<file path="src/design/esp_pkg.sv">
// ----------------------------------------------------------------------------
// esp_pkg: shared types, constants and saturation helpers
// Holds the fixed widths of the encoder speed PID datapath, the register
// indexes and the control bundle of the shared multiply-accumulate unit.
// ----------------------------------------------------------------------------
`default_nettype none

package esp_pkg;

    localparam int COUNT_W  = 16;
    localparam int TARGET_W = 16;
    localparam int GAIN_W   = 16;
    localparam int FRAC_W   = 8;
    localparam int SPEED_W  = 32;
    localparam int ERR_W    = 32;
    localparam int DERIV_W  = ERR_W + 1;
    localparam int SUM_W    = 40;
    localparam int DRIVE_W  = 32;
    localparam int SPLIT_W  = 24;
    localparam int OPND_W   = SPLIT_W + 1;
    localparam int PROD_W   = OPND_W + GAIN_W + 1;
    localparam int ACC_W    = 58;
    localparam int CFG_IDX_W = 8;

    localparam logic [CFG_IDX_W-1:0] CFG_SPEED_GAIN = 8'd0;
    localparam logic [CFG_IDX_W-1:0] CFG_PROP_GAIN  = 8'd1;
    localparam logic [CFG_IDX_W-1:0] CFG_INTEG_GAIN = 8'd2;
    localparam logic [CFG_IDX_W-1:0] CFG_DERIV_GAIN = 8'd3;

    localparam logic [GAIN_W-1:0] SPEED_GAIN_RST = 16'd154;
    localparam logic [GAIN_W-1:0] PROP_GAIN_RST  = 16'd256;
    localparam logic [GAIN_W-1:0] INTEG_GAIN_RST = 16'd51;
    localparam logic [GAIN_W-1:0] DERIV_GAIN_RST = 16'd13;

    localparam logic signed [ACC_W-1:0] SAT32_MAX =
        {{(ACC_W-31){1'b0}}, {31{1'b1}}};
    localparam logic signed [ACC_W-1:0] SAT32_MIN =
        {{(ACC_W-31){1'b1}}, {31{1'b0}}};
    localparam logic signed [SUM_W:0] SUM_MAX = {2'b00, {(SUM_W-1){1'b1}}};
    localparam logic signed [SUM_W:0] SUM_MIN = {2'b11, {(SUM_W-1){1'b0}}};

    typedef struct packed {
        logic [GAIN_W-1:0] speed;
        logic [GAIN_W-1:0] prop;
        logic [GAIN_W-1:0] integ;
        logic [GAIN_W-1:0] deriv;
    } gains_t;

    typedef struct packed {
        logic clear;
        logic issue;
        logic hi;
    } mac_ctrl_t;

    function automatic logic signed [31:0] sat32(input logic signed [ACC_W-1:0] v);
        logic signed [ACC_W-1:0] r;
        if (v > SAT32_MAX) begin
            r = SAT32_MAX;
        end else if (v < SAT32_MIN) begin
            r = SAT32_MIN;
        end else begin
            r = v;
        end
        return r[31:0];
    endfunction

    function automatic logic signed [SUM_W-1:0] sat_sum(input logic signed [SUM_W:0] v);
        logic signed [SUM_W:0] r;
        if (v > SUM_MAX) begin
            r = SUM_MAX;
        end else if (v < SUM_MIN) begin
            r = SUM_MIN;
        end else begin
            r = v;
        end
        return r[SUM_W-1:0];
    endfunction

endpackage

`default_nettype wire

</file>
<file path="src/design/esp_cfg.sv">
// ----------------------------------------------------------------------------
// esp_cfg: gain register file
// Decodes configuration write transactions into the four Q8.8 gain registers.
// ----------------------------------------------------------------------------
`default_nettype none

module esp_cfg
    import esp_pkg::*;
(
    input  wire logic                 aclk,
    input  wire logic                 aresetn,
    input  wire logic                 cfg_valid,
    output logic                      cfg_ready,
    input  wire logic [CFG_IDX_W-1:0] cfg_index,
    input  wire logic [GAIN_W-1:0]    cfg_data,
    output gains_t                    gains
);

    gains_t gains_reg;

    assign cfg_ready = 1'b1;
    assign gains     = gains_reg;

    always_ff @(posedge aclk) begin
        if (!aresetn) begin
            gains_reg.speed <= SPEED_GAIN_RST;
            gains_reg.prop  <= PROP_GAIN_RST;
            gains_reg.integ <= INTEG_GAIN_RST;
            gains_reg.deriv <= DERIV_GAIN_RST;
        end else if (cfg_valid && cfg_ready) begin
            unique case (cfg_index)
                CFG_SPEED_GAIN: gains_reg.speed <= cfg_data;
                CFG_PROP_GAIN:  gains_reg.prop  <= cfg_data;
                CFG_INTEG_GAIN: gains_reg.integ <= cfg_data;
                CFG_DERIV_GAIN: gains_reg.deriv <= cfg_data;
                default: ;
            endcase
        end
    end

endmodule

`default_nettype wire

</file>
<file path="src/design/esp_mac.sv">
// ----------------------------------------------------------------------------
// esp_mac: shared multiply-accumulate unit
// Multiplies a signed operand slice by an unsigned gain, registers the
// product, and adds it into a wide accumulator, shifted up by one slice
// width for the upper operand slice.
// ----------------------------------------------------------------------------
`default_nettype none

module esp_mac
    import esp_pkg::*;
(
    input  wire logic                     aclk,
    input  wire logic                     aresetn,
    input  wire mac_ctrl_t                ctrl,
    input  wire logic signed [OPND_W-1:0] opnd,
    input  wire logic [GAIN_W-1:0]        gain,
    output logic signed [ACC_W-1:0]       acc
);

    logic signed [PROD_W-1:0] prod_reg;
    logic                     pvld_reg;
    logic                     phi_reg;
    logic signed [ACC_W-1:0]  acc_reg;
    logic signed [ACC_W-1:0]  prod_ext;
    logic signed [ACC_W-1:0]  addend;

    assign prod_ext = {{(ACC_W-PROD_W){prod_reg[PROD_W-1]}}, prod_reg};
    assign addend   = phi_reg ? (prod_ext <<< SPLIT_W) : prod_ext;
    assign acc      = acc_reg;

    always_ff @(posedge aclk) begin
        if (!aresetn) begin
            pvld_reg <= 1'b0;
            phi_reg  <= 1'b0;
        end else begin
            pvld_reg <= ctrl.issue;
            phi_reg  <= ctrl.hi;
        end
        prod_reg <= opnd * $signed({1'b0, gain});
        if (ctrl.clear) begin
            acc_reg <= '0;
        end else if (pvld_reg) begin
            acc_reg <= acc_reg + addend;
        end
    end

endmodule

`default_nettype wire

</file>
<file path="src/design/encoder_speed_pid.sv">
// Inputs are taken only while the sequencer is idle, so one transaction is finished
// before the next is accepted; the one shared 25x17 multiplier forms the speed
// product and six partial PID products in turn.
// A stalled result holds the sequencer in its final step until it is taken.
// Reset: synchronous active-low aresetn restores default gains, zeroes the
// previous count, error sum and previous error, and empties the output register.
// ----------------------------------------------------------------------------
// encoder_speed_pid: encoder speed measurement and PID speed controller
// Forms the wrapped count change, scales it to a Q24.8 speed and runs a
// saturating positional PID on the speed error with one shared multiplier.
// ----------------------------------------------------------------------------
`default_nettype none

module encoder_speed_pid
    import esp_pkg::*;
(
    input  wire logic                 aclk,
    input  wire logic                 aresetn,
    input  wire logic                 s_tvalid,
    output logic                      s_tready,
    // encoder_count [15:0], target_speed [31:16]
    input  wire logic [31:0]          s_tdata,
    output logic                      m_tvalid,
    input  wire logic                 m_tready,
    // count_delta [15:0], measured_speed [47:16], drive_out [79:48]
    output logic [79:0]               m_tdata,
    input  wire logic                 cfg_valid,
    output logic                      cfg_ready,
    input  wire logic [CFG_IDX_W-1:0] cfg_index,
    input  wire logic [GAIN_W-1:0]    cfg_data
);

    typedef enum logic [3:0] {
        ST_IDLE, ST_SPD, ST_SPDW, ST_SAT, ST_ERR, ST_SUM, ST_MUL, ST_DRN, ST_OUT
    } state_t;

    state_t                       state_reg;
    logic [2:0]                   cnt_reg;
    logic [COUNT_W-1:0]           prev_count_reg;
    logic signed [TARGET_W-1:0]   target_reg;
    logic signed [COUNT_W-1:0]    delta_reg;
    logic signed [SPEED_W-1:0]    speed_reg;
    logic signed [ERR_W-1:0]      err_reg;
    logic signed [ERR_W-1:0]      prev_err_reg;
    logic signed [SUM_W-1:0]      sum_reg;
    logic signed [DERIV_W-1:0]    deriv_reg;
    logic                         m_tvalid_reg;
    logic [79:0]                  m_tdata_reg;

    gains_t                       gains;
    mac_ctrl_t                    mac_ctrl;
    logic signed [OPND_W-1:0]     opnd;
    logic [GAIN_W-1:0]            gain;
    logic signed [ACC_W-1:0]      acc;
    logic signed [SUM_W-1:0]      mul_val;
    logic signed [SPEED_W:0]      err_wide;
    logic signed [SUM_W:0]        sum_wide;
    logic                         in_fire;
    logic                         out_load;
    logic signed [DRIVE_W-1:0]    drive_next;

    assign s_tready = (state_reg == ST_IDLE);
    assign in_fire  = s_tvalid && s_tready;
    assign out_load = (state_reg == ST_OUT) && (!m_tvalid_reg || m_tready);
    assign m_tvalid = m_tvalid_reg;
    assign m_tdata  = m_tdata_reg;

    assign err_wide = {{(SPEED_W+1-TARGET_W-FRAC_W){target_reg[TARGET_W-1]}},
                       target_reg, {FRAC_W{1'b0}}}
                    - {speed_reg[SPEED_W-1], speed_reg};
    assign sum_wide = {sum_reg[SUM_W-1], sum_reg}
                    + {{(SUM_W+1-ERR_W){err_reg[ERR_W-1]}}, err_reg};
    assign drive_next = sat32(acc >>> FRAC_W);

    esp_cfg u_cfg (
        .aclk      (aclk),
        .aresetn   (aresetn),
        .cfg_valid (cfg_valid),
        .cfg_ready (cfg_ready),
        .cfg_index (cfg_index),
        .cfg_data  (cfg_data),
        .gains     (gains)
    );

    always_comb begin
        case (cnt_reg[2:1])
            2'd0:    mul_val = {{(SUM_W-ERR_W){err_reg[ERR_W-1]}}, err_reg};
            2'd1:    mul_val = sum_reg;
            2'd2:    mul_val = {{(SUM_W-DERIV_W){deriv_reg[DERIV_W-1]}}, deriv_reg};
            default: mul_val = '0;
        endcase
        case (cnt_reg[2:1])
            2'd0:    gain = gains.prop;
            2'd1:    gain = gains.integ;
            2'd2:    gain = gains.deriv;
            default: gain = '0;
        endcase
        mac_ctrl.clear = in_fire || (state_reg == ST_SUM);
        mac_ctrl.issue = (state_reg == ST_SPD) || (state_reg == ST_MUL);
        mac_ctrl.hi    = (state_reg == ST_MUL) && cnt_reg[0];
        if (state_reg == ST_SPD) begin
            opnd = {{(OPND_W-COUNT_W){delta_reg[COUNT_W-1]}}, delta_reg};
            gain = gains.speed;
        end else if (cnt_reg[0]) begin
            opnd = {{(OPND_W-(SUM_W-SPLIT_W)){mul_val[SUM_W-1]}},
                    mul_val[SUM_W-1:SPLIT_W]};
        end else begin
            opnd = {1'b0, mul_val[SPLIT_W-1:0]};
        end
    end

    esp_mac u_mac (
        .aclk    (aclk),
        .aresetn (aresetn),
        .ctrl    (mac_ctrl),
        .opnd    (opnd),
        .gain    (gain),
        .acc     (acc)
    );

    always_ff @(posedge aclk) begin
        if (!aresetn) begin
            state_reg      <= ST_IDLE;
            cnt_reg        <= '0;
            prev_count_reg <= '0;
            prev_err_reg   <= '0;
            sum_reg        <= '0;
            m_tvalid_reg   <= 1'b0;
        end else begin
            if (out_load) begin
                m_tvalid_reg <= 1'b1;
            end else if (m_tready) begin
                m_tvalid_reg <= 1'b0;
            end
            unique case (state_reg)
                ST_IDLE: begin
                    if (in_fire) begin
                        delta_reg      <= s_tdata[COUNT_W-1:0] - prev_count_reg;
                        prev_count_reg <= s_tdata[COUNT_W-1:0];
                        target_reg     <= s_tdata[COUNT_W+TARGET_W-1:COUNT_W];
                        state_reg      <= ST_SPD;
                    end
                end
                ST_SPD:  state_reg <= ST_SPDW;
                ST_SPDW: state_reg <= ST_SAT;
                ST_SAT: begin
                    speed_reg <= sat32(acc);
                    state_reg <= ST_ERR;
                end
                ST_ERR: begin
                    err_reg   <= sat32({{(ACC_W-SPEED_W-1){err_wide[SPEED_W]}}, err_wide});
                    state_reg <= ST_SUM;
                end
                ST_SUM: begin
                    sum_reg      <= sat_sum(sum_wide);
                    deriv_reg    <= {err_reg[ERR_W-1], err_reg}
                                  - {prev_err_reg[ERR_W-1], prev_err_reg};
                    prev_err_reg <= err_reg;
                    cnt_reg      <= '0;
                    state_reg    <= ST_MUL;
                end
                ST_MUL: begin
                    cnt_reg <= cnt_reg + 3'd1;
                    if (cnt_reg == 3'd5) begin
                        state_reg <= ST_DRN;
                    end
                end
                ST_DRN:  state_reg <= ST_OUT;
                ST_OUT: begin
                    if (out_load) begin
                        m_tdata_reg <= {drive_next, speed_reg, delta_reg};
                        state_reg   <= ST_IDLE;
                    end
                end
                default: state_reg <= ST_IDLE;
            endcase
        end
    end

endmodule

`default_nettype wire

</file>
<file path="config.mk">
export PLATFORM = sky130hd
export DESIGN_NAME = encoder_speed_pid
export DESIGN_NICKNAME = d
export VERILOG_FILES = /design/src/design/esp_pkg.sv /design/src/design/esp_cfg.sv /design/src/design/esp_mac.sv /design/src/design/encoder_speed_pid.sv
export SDC_FILE = /design/constraint.sdc
export NUM_CORES = 2
export LEC_CHECK = 0
export ABC_CLOCK_PERIOD_IN_PS = 13800
export BUFFER_PORTS_ARGS = -buffer_cell sky130_fd_sc_hd__buf_2
export CORE_UTILIZATION = 55
export CTS_BUF_LIST = sky130_fd_sc_hd__clkbuf_16
export CTS_CLUSTER_SIZE = 14
export DETAILED_ROUTE_END_ITERATION = 10
export PLACE_DENSITY = 0.73
export SLEW_MARGIN = 20
export SYNTH_ARGS = -nofsm -noshare
export SYNTH_HDL_FRONTEND = slang
export SYNTH_SLANG_ARGS = --single-unit
</file>
<file path="constraint.sdc">
create_clock -name aclk -period 13.8 [get_ports aclk]
set_clock_uncertainty 0.15 [all_clocks]
set_input_delay 1.38 -clock aclk [delete_from_list [all_inputs] [get_ports aclk]]
set_output_delay 1.38 -clock aclk [all_outputs]
set_load 0.01 [all_outputs]
</file>
==> flow_metrics.tcl <==
set metrics [dict create \
    multi_input_area_mm2 0.0271 \
    tritoncts.num_buffers 51 \
    htree_levels 2 \
    synth_top_cell_area_share 0.190 \
    maxCapViolations 0 \
    core_mm2 0.0747 \
    largest_reg_flops 80 \
    path_buf_inv 4 \
    insertion_delay_ps 620 \
    timing.final.setup_violations 0 \
    crit_path_top_delay_cell "o21ai_1" \
    track_usage 0.306 \
    wl_per_cell_um 20.3 \
    min_period_ps 9030 \
    overflow 0 \
    start_util 0.558 \
    die-area_mm2 0.0770 \
    antenna_found_initial 1 \
    place.port_buffers 142 \
    drtIter0Drc 2987 \
    cp_top_family "adder cells" \
    grt_max_degree 89 \
    postCtsSetupBuffers 0 \
    die_h_um 277 \
    crit_arrival_ps 9430 \
    synth-edff-count 209 \
    finalCritPeriodShare 0.655 \
    dr.pass1.iters 6 \
    die_w_um 277 \
    grt_pass1_vias 32900 \
    ys.flop_type "dfxtp_1" \
    drt_wl_total_um 117000 \
    worst_pin_slew_ps 1160 \
    cp.required_ps 14200 \
    final_common_cell "nand2_1" \
    fp-row-count 100 \
    drive_gt1_frac 0.0756 \
    cts_resized 0 \
    grt_pass1_wl_um 185000 \
    hp-class "register to register" \
    diodes 0 \
    dp_hpwl_um 87900 \
    drc_errors 0 \
    nNetsFinal 5476 \
    critPathMaxFanout 47 \
    ant_nets 0 \
    num_vias 33300 \
    slew_violations 0 \
    yosys_register_bits 471 \
    vias_per_cell 5.78 \
    cts_hold_buf 0 \
    cts.reportedPaths.clkPinSlew_ps 60 \
    hold_viol 0 \
    worst_setup_path_end_kind "register" \
    cts_tree "built" \
    cts_max_path_buffers 3 \
    outcome "complete, no violations" \
    clkSinkCount 471 \
    synth_cell_types 87 \
    slew_headroom 0.224 \
    grt_setup_unrepaired "no" \
    regArea_mm2 0.0115 \
    synth_nets 5443 \
    synth_cells 4713 \
    io_pins 144 \
    tns_ps 0 \
    syn_to_final_growth_pct 7.96 \
    fmax_ghz 0.111 \
    synth-seq-area-share 0.276 \
    syn-cell-area_mm2 0.0417 \
    cts_root_buf "clkbuf_16" \
    yosys_warnings 0 \
    cp_common_cell "fa_1" \
    async_reset_ff_frac 0 \
    yosysTopAreaCell "fa_1" \
    syn_avg_cell_area_um2 8.85 \
    ys_top_cells_by_area "fa_1 (19%), edfxtp_1 (15%), dfxtp_1 (13%), ha_1 (8.2%), nand2_1 (5.9%)" \
    gp_congestion 1.04 \
    max_stage_delay_ps 900 \
    critPathKind "register to register" \
    fill_cells 6402 \
    final_cell_mix "nand2_1 (656), inv_1 (638), fa_1 (395)" \
    worstSetupStartpointType "register" \
]
-- stage by stage --
step	hold WS, ps	instances	worst slack [ps]	util	cell area, um2
floorplan	276	4713	5580	-	41700
global placement	280	5662	4910	0.580	43300
detailed placement	284	5662	4760	0.580	43300
CTS	290	5757	4720	0.603	45000
global route	292	5757	4380	0.603	45000
finish	288	5757	4770	0.603	45000
-- routing by layer --
layer,global-route usage,vias to the layer above,share of wire
met1,0.425,16100,0.43
met3,0.0554,249,0.080
met2,0.467,1299,0.44
met5,0,-,0
li1,-,15600,-
met4,0.131,0,0.047
-- synth_stat cells, types with 37 or more instances --
library cell  instances
nand2_1             658
inv_1               629
fa_1                395
nor2_1              369
a21oi_1             299
ha_1                274
dfxtp_1             262
edfxtp_1            209
o21ai_0             199
clkbuf_1            185
mux2i_1             140
xnor2_1             140
a21o_1              114
nor2b_1             110
a21boi_0             72
xor2_1               51
nand3_1              46
nand2b_1             39
nand4_1              37
o21a_1               37
-- worst paths after layout --
kind                 startpoint            endpoint  slack (ps)  cells past startpoint
setup / recovery     cnt_reg[1]  u_mac.prod_reg[41]        4770                     26
hold / removal    speed_reg[30]         m_tdata[46]         290                      0
setup reg to reg     cnt_reg[1]  u_mac.prod_reg[41]        4770                     26
hold reg to reg   speed_reg[30]         m_tdata[46]         290                      0
-- cell type report --
class,count,share of cell area
multi-input combinational,3397,0.602
inverter,629,0.0524
tap,969,0.0269
clock buffer,55,0.0306
clock inverter,40,0.00717
sequential,471,0.256
timing repair buffer,196,0.0248
-- logic make-up (layout without fill, tap and decap cells) --
| kind of cell | after synthesis | after routing | share of synthesized area |
|---|---|---|---|
| simple gates | 1409 | 1409 | 0.149 |
| compound gates | 962 | 962 | 0.145 |
| buf+inv | 845 | 920 | 0.0769 |
| fa+ha+maj | 674 | 674 | 0.273 |
| flops | 471 | 471 | 0.276 |
| xor+xnor | 192 | 192 | 0.0408 |
| mux | 159 | 159 | 0.0390 |
| other cells | 1 | 1 | 0.0000899 |
Power is left out: the tool's default activity adds up to more than one toggle a clock period on the data nets, which glitch-free logic cannot reach.
